## src/hw/rtl/pdst_pkg.sv

```systemverilog
// ----------------------------------------------------------------------------
// pdst_pkg
// Types, constants and saturation helpers for the PnL drawdown/Sharpe tracker.
// ----------------------------------------------------------------------------
package pdst_pkg;

  localparam int unsigned FRAC_BITS   = 16;
  localparam int unsigned PNL_W       = 48;
  localparam int unsigned SHARPE_W    = 24;
  localparam int unsigned SHARPE_FRAC = 16;

  localparam logic signed [63:0] PNL_MAX_64 = (64'sd1 <<< (PNL_W - 1)) - 64'sd1;
  localparam logic signed [63:0] PNL_MIN_64 = -PNL_MAX_64 - 64'sd1;
  localparam logic [SHARPE_W-1:0] SHARPE_LIM = SHARPE_W'(1) << (SHARPE_W - 1);

  typedef struct packed {
    logic                kind;
    logic                side;
    logic [23:0]         trade_qty;
    logic [31:0]         trade_px;
    logic [31:0]         mark_px;
    logic signed [31:0]  position;
  } pdst_in_t;

  typedef struct packed {
    logic signed [47:0]  cash_pnl;
    logic signed [47:0]  open_pnl;
    logic signed [47:0]  net_pnl;
    logic signed [31:0]  held_units;
    logic [46:0]         worst_drawdown;
    logic signed [23:0]  sharpe;
    logic                is_summary;
  } pdst_out_t;

  typedef enum logic [3:0] {
    ST_IDLE,
    ST_CASH,
    ST_UNREAL,
    ST_TOTAL,
    ST_SQR,
    ST_SUM,
    ST_M_S,
    ST_DD,
    ST_ROOT,
    ST_DIV,
    ST_EMIT
  } pdst_state_e;

  function automatic logic signed [PNL_W-1:0] sat_pnl(input logic signed [63:0] v);
    logic signed [63:0] r;
    r = v;
    if (v > PNL_MAX_64) begin
      r = PNL_MAX_64;
    end else if (v < PNL_MIN_64) begin
      r = PNL_MIN_64;
    end
    return r[PNL_W-1:0];
  endfunction

endpackage

```

## src/hw/rtl/pdst_div.sv

```systemverilog
// ----------------------------------------------------------------------------
// pdst_div
// Restoring divider for the Sharpe quotient, one quotient bit per cycle.
// ----------------------------------------------------------------------------
module pdst_div
  import pdst_pkg::*;
(
  input  logic                clk_i,
  input  logic                rst_ni,
  input  logic                start_i,
  input  logic [63:0]         num_i,
  input  logic [63:0]         den_i,
  output logic                done_o,
  output logic [SHARPE_W-1:0] quo_o
);

  logic                busy_q;
  logic                done_q;
  logic [4:0]          cnt_q;
  logic [63:0]         rem_q;
  logic [87:0]         dsh_q;
  logic [SHARPE_W-1:0] quo_q;
  logic                ovf;
  logic                ge;

  assign ovf = {24'd0, num_i} >= {den_i, 24'd0};
  assign ge  = {24'd0, rem_q} >= dsh_q;

  always_ff @(posedge clk_i or negedge rst_ni) begin
    if (!rst_ni) begin
      busy_q <= 1'b0;
      done_q <= 1'b0;
      cnt_q  <= '0;
    end else begin
      done_q <= 1'b0;
      if (start_i) begin
        busy_q <= !ovf;
        done_q <= ovf;
        cnt_q  <= '0;
      end else if (busy_q) begin
        cnt_q <= cnt_q + 5'd1;
        if (cnt_q == 5'(SHARPE_W - 1)) begin
          busy_q <= 1'b0;
          done_q <= 1'b1;
        end
      end
    end
  end

  always_ff @(posedge clk_i) begin
    if (start_i) begin
      rem_q <= num_i;
      dsh_q <= {1'b0, den_i, 23'd0};
      quo_q <= ovf ? SHARPE_LIM : '0;
    end else if (busy_q) begin
      rem_q <= ge ? (rem_q - dsh_q[63:0]) : rem_q;
      dsh_q <= {1'b0, dsh_q[87:1]};
      quo_q <= {quo_q[SHARPE_W-2:0], ge};
    end
  end

  assign done_o = done_q;
  assign quo_o  = quo_q;

endmodule

```

## config.mk

```make
export PLATFORM = sky130hd
export DESIGN_NAME = pdst_div
export DESIGN_NICKNAME = d
export VERILOG_FILES = /design/src/hw/rtl/pdst_pkg.sv /design/src/hw/rtl/pdst_div.sv
export SDC_FILE = /design/constraint.sdc
export NUM_CORES = 1
export LEC_CHECK = 0
export BUFFER_PORTS_ARGS = -buffer_cell sky130_fd_sc_hd__buf_2
export CELL_PAD_IN_SITES_DETAIL_PLACEMENT = 0
export CELL_PAD_IN_SITES_GLOBAL_PLACEMENT = 1
export CORE_UTILIZATION = 46
export DETAILED_ROUTE_END_ITERATION = 8
export MAX_ROUTING_LAYER = met4
export PLACE_DENSITY_LB_ADDON = 0.1
export SLEW_MARGIN = 20
export SYNTH_ARGS = -nofsm -noshare
export SYNTH_HDL_FRONTEND = slang
export SYNTH_SLANG_ARGS = --single-unit
export TNS_END_PERCENT = 10
```

## constraint.sdc

```tcl
create_clock -name clk_i -period 6.5 [get_ports clk_i]
set_input_delay 0.325 -clock clk_i [delete_from_list [all_inputs] [get_ports clk_i]]
set_output_delay 0.325 -clock clk_i [all_outputs]
set_load 0.03 [all_outputs]
```

==> flow_summary_export.csv <==
group,metric,value,unit
outcome,outcome,"complete, no violations",
worst_setup_path,crit_path_start,"rem_q[1]",
clocking,numClockSinks,182,
routing,totalWireLength,33000,um
global_route,grt_start_max_net_pins,112,
clocking,htree_levels,4,
timing,drv_slew,0,
worst_setup_path,cp_max_fo,34,
timing,max_freq,233,MHz
timing,fin_hold_ws,0.163,ns
synthesis,synth_area_leaders,"edfxtp_1 (36%), ha_1 (10%), nand2_1 (4.8%), inv_1 (3.8%), dfxtp_1 (3.6%)",
synthesis,netlist_instances,1362,
cells_and_area,layout_commonest_cell,"nand2_1",
synthesis,ys_seq_elements,182,
timing,slew_headroom,41.0,%
clocking,cts_tree,"yes",
floorplan,coreArea,0.0270,sq mm
synthesis,synthArstFlopShare,3.85,%
worst_setup_path,crit_type,"flip-flop to flip-flop",
routing,final_antenna_net_count,0,
routing,routed_via_density,5.66,
cells_and_area,fillers,2549,
power,leakage,6.44,nW
cells_and_area,syn_to_final_growth,12.7,%
clocking,root_buffer,"clkbuf_16",
clocking,clk_latency,0.45,ns
min_path,min-delay-start,"den_i[7]",
worst_setup_path,critPathArrivalTime,4.44,ns
clocking,cts_buffers,17,
routing,wire_per_inst,18.0,um
global_route,grt_overflow,0,
cells_and_area,final_cell_mix,"nand2_1 (162), buf_2 (154), edfxtp_1 (152)",
synthesis,ys_types,85,
clocking,post_cts_buffers,0,
synthesis,syn_area,0.0127,sq mm
floorplan,initial_core_util,46.9,%
synthesis,netlist.top_cell.by_area,"edfxtp_1",
timing,finClkSkew,0.0165,ns
synthesis,yosysTopAreaCellShare,36.0,%
global_route,grt_pass1_vias,9963,
floorplan,die_x,168,um
floorplan,die_h,168,um
timing,setup_tns,0,ns
synthesis,synth_nets,1599,
clocking,clk_path_buf_depth,2,
worst_setup_path,crit_path_start_kind,"flip-flop",
synthesis,ys_warn_count,0,
cells_and_area,multiInputGateArea,0.00670,sq mm
power,vdd_ir_drop_max,178,uV
timing,finalSetupViolations,0,
cells_and_area,n_antenna_cell,0,
synthesis,postSynthAreaPerCell,9.31,sq um
min_path,hold_path_class,"input port to flip-flop",
synthesis,seq_area_frac_synth,41.0,%
clocking,cts_hold_buf,1,
place,post-dp-hpwl,24900,um
timing,rsz0062_at_grt,"false",
run,cap_violations,0,
place,gp_congestion,0.872,
global_route,grt_pass1_wl,52700,um
cells_and_area,fin_nets,1712,
global_route,antenna_found_initial,0,
worst_setup_path,endpoint_kind,"flip-flop",
clocking,path_clk_slew,0.09,ns
floorplan,row_count,60,
place,portBuffers,155,
floorplan,dieArea,0.0282,sq mm
global_route,grt.total_usage,24.3,%
power,power.density,262,mW/mm^2
worst_setup_path,r2r-start,"rem_q[1]",
timing,hold_violations,0,
timing,tightest_slew,0.877,ns
routing,drtIter0Drc,757,
floorplan,ios,156,
routing,drc,0,
cells_and_area,regArea,0.00520,sq mm
routing,drtPass1Iterations,7,
synthesis,yosys_most_used_dff,"edfxtp_1",
synthesis,synth-edff-count,152,
timing,finalCritPeriodShare,66.1,%
routing,dr_total_vias,10346,
timing,fin_crit,4.30,ns
worst_setup_path,crit_required,6.64,ns
cells_and_area,drive_above_1_share,15.1,%
clocking,post_cts_resized,0,
==> Yosys cell counts (all sizes together), types with 6 or more instances <==
cell type / instances
o21ai: 93
inv: 129
nor2: 76
a22o: 23
xnor2: 33
dfrtp: 7
o211ai: 8
a211oi: 6
o21a: 8
nor3: 22
edfxtp: 152
nand2b: 6
buf: 27
nand3: 19
dfxtp: 23
and3: 10
xor2: 24
nor4: 16
a21oi: 82
a21o: 50
o21bai: 18
ha: 105
o31ai: 50
nand4: 29
a311oi: 6
a31oi: 8
mux2i: 26
nor2b: 32
nand2: 164
clkbuf: 42
==> sequential cells by signal, indices dropped and copies added, names as in the netlist <==
| register | cells |
|---|---|
| busy_q | 1 |
| done_o | 1 |
| quo_o | 24 |
| rem_q | 64 |
| dsh_q | 87 |
| cnt_q | 5 |
==> worst paths after layout <==
kind	slack, ns	cells past startpoint	to
max	2.20	11	rem_q[4]
min	0.16	3	dsh_q[30]
max reg2reg	2.20	11	rem_q[4]
min reg2reg	0.53	2	dsh_q[12]
max in group asynchronous	6.08	2	cnt_q[1]
min in group asynchronous	0.25	2	cnt_q[2]
==> layout make-up <==
class / count / area share [%]
Inverter: 130 / 3.41
Timing Repair Buffer: 163 / 5.92
Tap cell: 341 / 2.98
Multi-Input combinational cell: 981 / 46.9
Clock inverter: 15 / 1.46
Clock buffer: 17 / 2.98
Sequential cell: 182 / 36.4
==> kinds of logic after synthesis <==
| group | share of synthesized area, % |
|---|---|
| compound gates | 21.1 |
| xor+xnor | 3.94 |
| fa+ha+maj | 10.5 |
| buf+inv | 6.27 |
| flops | 41.0 |
| mux | 2.14 |
| simple gates | 15.0 |
==> report_power, final <==
| part | switching (W) | leakage (nW) | internal [W] | total, W |
|---|---|---|---|---|
| clock network | 0.000573 | 0.303 | 0.000535 | 0.00111 |
| registers | 0.0000355 | 1.91 | 0.00139 | 0.00143 |
| logic | 0.000729 | 4.23 | 0.000483 | 0.00121 |
| total | 0.00134 | 6.44 | 0.00241 | 0.00375 |
==> critical path, cell delays in order, from the launching register on <==
cell	delay, ns
edfxtp_1	0.43
ha_1	0.33
nor2b_1	0.15
o31a_1	0.27
o41a_2	0.47
o21ai_2	0.20
a311oi_2	0.18
o22ai_2	0.33
o31ai_4	0.12
o2111ai_1	0.23
nand3_2	0.68
buf_4	0.58
==> metal layers <==
metal | up-vias | routed length, um | GRT usage (%) | part of all wire [%]
met5 | - | 0 | - | 0
met4 | 0 | 480 | 6.25 | 1.5
met3 | 32 | 1250 | 3.08 | 3.8
met2 | 260 | 15100 | 38.4 | 46
met1 | 4874 | 16200 | 33.1 | 49
li1 | 5180 | - | - | -
==> through the flow <==
stage          cells  total power (W)  util, %  area [sq um]  setup slack [ns]
2_1_floorplan   1362          0.00234        -         12700              1.74
3_3_place_gp    1796          0.00264     50.5         13700              2.17
3_5_place_dp    1796          0.00265     50.5         13700              2.16
4_1_cts         1829          0.00376     52.9         14300              2.13
5_1_grt         1829          0.00395     52.9         14300              1.92
6_report        1829          0.00375     52.9         14300              2.20
No activity file was read; power rests on OpenSTA's default activity.
