===== src/hw/rtl/pdst_pkg.sv =====
// ----------------------------------------------------------------------------
// pdst_pkg
// Types, constants and saturation helpers for the PnL drawdown/Sharpe tracker.
// ----------------------------------------------------------------------------
package pdst_pkg;

  localparam int unsigned FRAC_BITS   = 16;
  localparam int unsigned PNL_W       = 48;
  localparam int unsigned SHARPE_W    = 24;
  localparam int unsigned SHARPE_FRAC = 16;

  localparam logic signed [63:0] PNL_MAX_64 = (64'sd1 <<< (PNL_W - 1)) - 64'sd1;
  localparam logic signed [63:0] PNL_MIN_64 = -PNL_MAX_64 - 64'sd1;
  localparam logic [SHARPE_W-1:0] SHARPE_LIM = SHARPE_W'(1) << (SHARPE_W - 1);

  typedef struct packed {
    logic                kind;
    logic                side;
    logic [23:0]         trade_qty;
    logic [31:0]         trade_px;
    logic [31:0]         mark_px;
    logic signed [31:0]  position;
  } pdst_in_t;

  typedef struct packed {
    logic signed [47:0]  cash_pnl;
    logic signed [47:0]  open_pnl;
    logic signed [47:0]  net_pnl;
    logic signed [31:0]  held_units;
    logic [46:0]         worst_drawdown;
    logic signed [23:0]  sharpe;
    logic                is_summary;
  } pdst_out_t;

  typedef enum logic [3:0] {
    ST_IDLE,
    ST_CASH,
    ST_UNREAL,
    ST_TOTAL,
    ST_SQR,
    ST_SUM,
    ST_M_S,
    ST_DD,
    ST_ROOT,
    ST_DIV,
    ST_EMIT
  } pdst_state_e;

  function automatic logic signed [PNL_W-1:0] sat_pnl(input logic signed [63:0] v);
    logic signed [63:0] r;
    r = v;
    if (v > PNL_MAX_64) begin
      r = PNL_MAX_64;
    end else if (v < PNL_MIN_64) begin
      r = PNL_MIN_64;
    end
    return r[PNL_W-1:0];
  endfunction

endpackage


===== src/hw/rtl/pdst_wmul.sv =====
// ----------------------------------------------------------------------------
// pdst_wmul
// Shared 64x64 multiplier: four 32x32 partial products accumulated over cycles.
// ----------------------------------------------------------------------------
module pdst_wmul
  import pdst_pkg::*;
(
  input  logic         clk_i,
  input  logic         rst_ni,
  input  logic         start_i,
  input  logic [63:0]  a_i,
  input  logic [63:0]  b_i,
  output logic         done_o,
  output logic [127:0] prod_o
);

  logic         busy_q;
  logic         done_q;
  logic [2:0]   k_q;
  logic [63:0]  a_q;
  logic [63:0]  b_q;
  logic [63:0]  p_q;
  logic [1:0]   sh_q;
  logic [127:0] acc_q;
  logic [31:0]  limb_a;
  logic [31:0]  limb_b;
  logic [127:0] p_ext;

  assign limb_a = k_q[1] ? a_q[63:32] : a_q[31:0];
  assign limb_b = k_q[0] ? b_q[63:32] : b_q[31:0];
  assign p_ext  = {64'd0, p_q} << {sh_q, 5'd0};

  always_ff @(posedge clk_i or negedge rst_ni) begin
    if (!rst_ni) begin
      busy_q <= 1'b0;
      done_q <= 1'b0;
      k_q    <= '0;
    end else begin
      done_q <= 1'b0;
      if (start_i) begin
        busy_q <= 1'b1;
        k_q    <= '0;
      end else if (busy_q) begin
        k_q <= k_q + 3'd1;
        if (k_q == 3'd4) begin
          busy_q <= 1'b0;
          done_q <= 1'b1;
        end
      end
    end
  end

  always_ff @(posedge clk_i) begin
    if (start_i) begin
      a_q   <= a_i;
      b_q   <= b_i;
      acc_q <= '0;
    end else if (busy_q) begin
      if (k_q != 3'd4) begin
        p_q  <= limb_a * limb_b;
        sh_q <= {1'b0, k_q[1]} + {1'b0, k_q[0]};
      end
      if (k_q != 3'd0) begin
        acc_q <= acc_q + p_ext;
      end
    end
  end

  assign done_o = done_q;
  assign prod_o = acc_q;

endmodule


===== config.mk =====
export PLATFORM = sky130hd
export DESIGN_NAME = pdst_wmul
export DESIGN_NICKNAME = d
export VERILOG_FILES = /design/src/hw/rtl/pdst_pkg.sv /design/src/hw/rtl/pdst_wmul.sv
export SDC_FILE = /design/constraint.sdc
export NUM_CORES = 2
export LEC_CHECK = 0
export BUFFER_PORTS_ARGS = -buffer_cell sky130_fd_sc_hd__buf_2
export CORE_MARGIN = 2
export CORE_UTILIZATION = 53
export DETAILED_ROUTE_END_ITERATION = 16
export PLACE_DENSITY_LB_ADDON = 0.05
export SLEW_MARGIN = 10
export SYNTH_ARGS = -nofsm -noshare
export SYNTH_HDL_FRONTEND = slang
export SYNTH_SLANG_ARGS = --single-unit

===== constraint.sdc =====
create_clock -name clk_i -period 19.6 [get_ports clk_i]
set_clock_uncertainty 0.1 [all_clocks]
set_input_delay 1.96 -clock clk_i [delete_from_list [all_inputs] [get_ports clk_i]]
set_output_delay 1.96 -clock clk_i [all_outputs]
set_load 0.005 [all_outputs]

==> impl_metrics.yaml <==
sta:
  setup_violations: 0
  hold_viol_final: 0
  fmax_mhz: 97.3
  fin_crit_ps: 10270
  slew_viol_final: 0
  rsz0062_at_grt: "no"
  period_share: 0.524
  finalSetupTns_ps: 0
  maxSlewHeadroom: 0.167
  worstMarginPinSlew_ps: 1220
worst_setup_path:
  r2r_slack_ps: 9330
  crit_path_max_incr_delay_ps: 1040
  crit_path_frequent_cell: "fa_1"
  worstSetupEndpointType: "flip-flop"
  worstSetupPathType: "flip-flop to flip-flop"
  r2r-start: "k_q[1]$_DFFE_PN0P_"
  cp_slowest_cell: "mux2i_4"
  r2r_cells: 28
  crit_fanout: 35
  timing.rr.end: "p_q[58]$_DFFE_PP_"
  worstPathArrival_ps: 10550
  critical_path_required_ps: 19880
  worstSetupStartpointType: "flip-flop"
synth:
  synth_compound_area_frac: 0.105
  synth_most_common_cell: "inv_1"
  synth_top_family_by_area: "adder cells"
  mappedNetlistNets: 7342
  synthTopCellsByCount: "inv_1 (937), fa_1 (897), nand2_1 (773), nor2_1 (741), ha_1 (392)"
  synth-edff-count: 194
  ys_ff_latch: 327
  synth-adder-area-share: 0.433
  synthTopCellsByArea: "fa_1 (34%), edfxtp_1 (11%), ha_1 (9.3%)"
  synthMuxAreaShare: 0.0324
  async_reset_ff_frac: 0.0153
  synth_area_per_cell_um2: 8.93
  yosysTopAreaCell: "fa_1"
  synth_top_area_frac: 0.340
  synthSimpleGateAreaFrac: 0.147
  synth_ff_type: "edfxtp_1"
  synthCells: 5922
  synth-xor-area-share: 0.0292
  yosysUniqueCellTypes: 104
  yosys_warnings: 0
  synth_area_um2: 52900
  synth_seq_area_share: 0.161
placement:
  dpl.hpwl_um: 146000
  gp_congestion: 1.02
  port_buffers: 259
global_route:
  grt_pass1_vias: 43400
  overflow: 0
  grt_pass1_wl_um: 275000
  grtUsageTotal: 0.364
  antenna_found_initial: 3
  grt_max_degree: 82
final_layout:
  fill_cells: 8984
  fin_nets: 7412
  area_growth_pct: 7.16
  register_area_um2: 8520
  drive_above_1_share: 0.0939
  multi_input_comb_area_um2: 39700
floorplan:
  rows: 115
  core_area_um2: 98600
  io_pins: 260
  dieArea_um2: 102000
  start_util: 0.536
  die_h_um: 320
  die_x_um: 320
worst_hold_path:
  hold-path-cell-count: 2
  min_to: "prod_o[46]$_SDFFE_PP0P_"
  hp-class: "flip-flop to flip-flop"
  holdCritStartpoint: "prod_o[46]$_SDFFE_PP0P_"
drt:
  num_vias: 42900
  wl_per_cell_um: 25.3
  firstDrtPassIters: 6
  drc: 0
  totalWireLength_um: 185000
  final_antenna_net_count: 0
  vias_per_cell: 5.86
  initialDrtViolationCount: 4069
clock_network:
  cts_buffers: 41
  cts-root-buf: "clkbuf_16"
  cts_tree: "yes"
  cts_hold_buf: 0
  postCtsSetupBuffers: 0
  cts_resized: 0
  insertion_delay_ps: 640
  cts.clk_slew.worst_paths_ps: 60
  cts_sinks: 327
  max-clock-path-buffers: 3
  cts.htree.levels: 2
status:
  status: "finished clean"
job:
  drv_cap: 0
==> stage by stage <==
stage | worst slack (ps) | hold slack [ps] | cells | utilization | area [um2]
6_report | 9330 | 371 | 7313 | 0.575 | 56600
5_1_grt | 8830 | 397 | 7313 | 0.575 | 56600
4_1_cts | 9400 | 379 | 7312 | 0.575 | 56600
3_5_place_dp | 9400 | 370 | 7236 | 0.561 | 55200
3_3_place_gp | 9460 | 361 | 7236 | 0.561 | 55200
2_1_floorplan | 10730 | 359 | 5922 | - | 52900
==> cells by family (layout without fill, tap and decap cells) <==
group | after synthesis | after routing
compound gates | 881 | 881
xor+xnor | 176 | 176
fa+ha+maj | 1289 | 1289
buf+inv | 1242 | 1345
flops | 327 | 327
mux | 163 | 163
other cells | 0 | 1
simple gates | 1844 | 1844
==> how the worst max path moves through the flow <==
stage / cells after the start / endpoint / slack (ps) / startpoint
6_report: 28 / p_q[58]$_DFFE_PP_ / 9330 / k_q[1]$_DFFE_PN0P_
5_1_grt: 28 / p_q[58]$_DFFE_PP_ / 8830 / k_q[1]$_DFFE_PN0P_
4_1_cts: 28 / p_q[58]$_DFFE_PP_ / 9400 / k_q[1]$_DFFE_PN0P_
3_5_place_dp: 28 / p_q[58]$_DFFE_PP_ / 9400 / k_q[1]$_DFFE_PN0P_
3_3_place_gp: 28 / p_q[58]$_DFFE_PP_ / 9460 / k_q[1]$_DFFE_PN0P_
2_1_floorplan: 32 / p_q[62]$_DFFE_PP_ / 10730 / k_q[0]$_DFFE_PN0P_
==> registers in the layout, summed over array words and instances, names as in the netlist <==
name / count
k_q: 3
a_q: 64
sh_q: 2
busy_q: 1
done_o: 1
b_q: 64
p_q: 64
prod_o: 128
==> cell type report <==
type / instances / share of cell area
Antenna cell: 1 / 0.0000442
Clock buffer: 51 / 0.0194
Clock inverter: 25 / 0.00524
Inverter: 937 / 0.0621
Multi-Input combinational cell: 4353 / 0.702
Sequential cell: 327 / 0.150
Tap cell: 1287 / 0.0284
Timing Repair Buffer: 332 / 0.0327
==> layout by cell type (no fill, tap or decap), types with 8 or more instances in the layout <==
master	n
a211oi_1	15
a21o_1	125
a21oi_1	333
a22o_1	36
a31oi_1	22
and2_1	37
and3_1	12
buf_2	258
buf_4	73
clkbuf_16	42
clkinvlp_4	8
dfxtp_1	128
edfxtp_1	194
fa_1	897
ha_1	392
inv_1	937
mux2_1	9
mux2_2	55
mux2i_1	53
mux2i_2	38
mux2i_4	8
nand2_1	773
nand2b_1	16
nand3_1	42
nand4_1	82
nor2_1	739
nor2b_1	45
nor3_1	28
o21a_1	24
o21ai_0	168
o21ai_1	11
o21bai_1	44
o31ai_1	13
or2_2	8
or3_1	11
or4_1	9
xnor2_1	107
xor2_1	69
==> worst max-delay path: cells and delay by family (launching register included) <==
kind	cells	cell delay [ps]
adder cells (fa/ha/maj)	9	4270
AO/OA/AOI/OAI	5	1650
AND/OR/NAND/NOR	5	1050
multiplexers	1	1040
buffers and inverters	7	910
flip-flops	1	770
XOR/XNOR	1	160
==> routing by layer <==
layer	routed length, um	GRT usage	vias to the layer above	part of all wire
li1	-	-	19000	-
met1	72700	0.470	21200	0.39
met2	82200	0.575	2171	0.45
met3	17800	0.0833	482	0.097
met4	11800	0.188	6	0.064
met5	36	0	-	0.00019
Power is not shown: default switching activity piles up to over one toggle a cycle in this logic, so the estimate is an artifact.
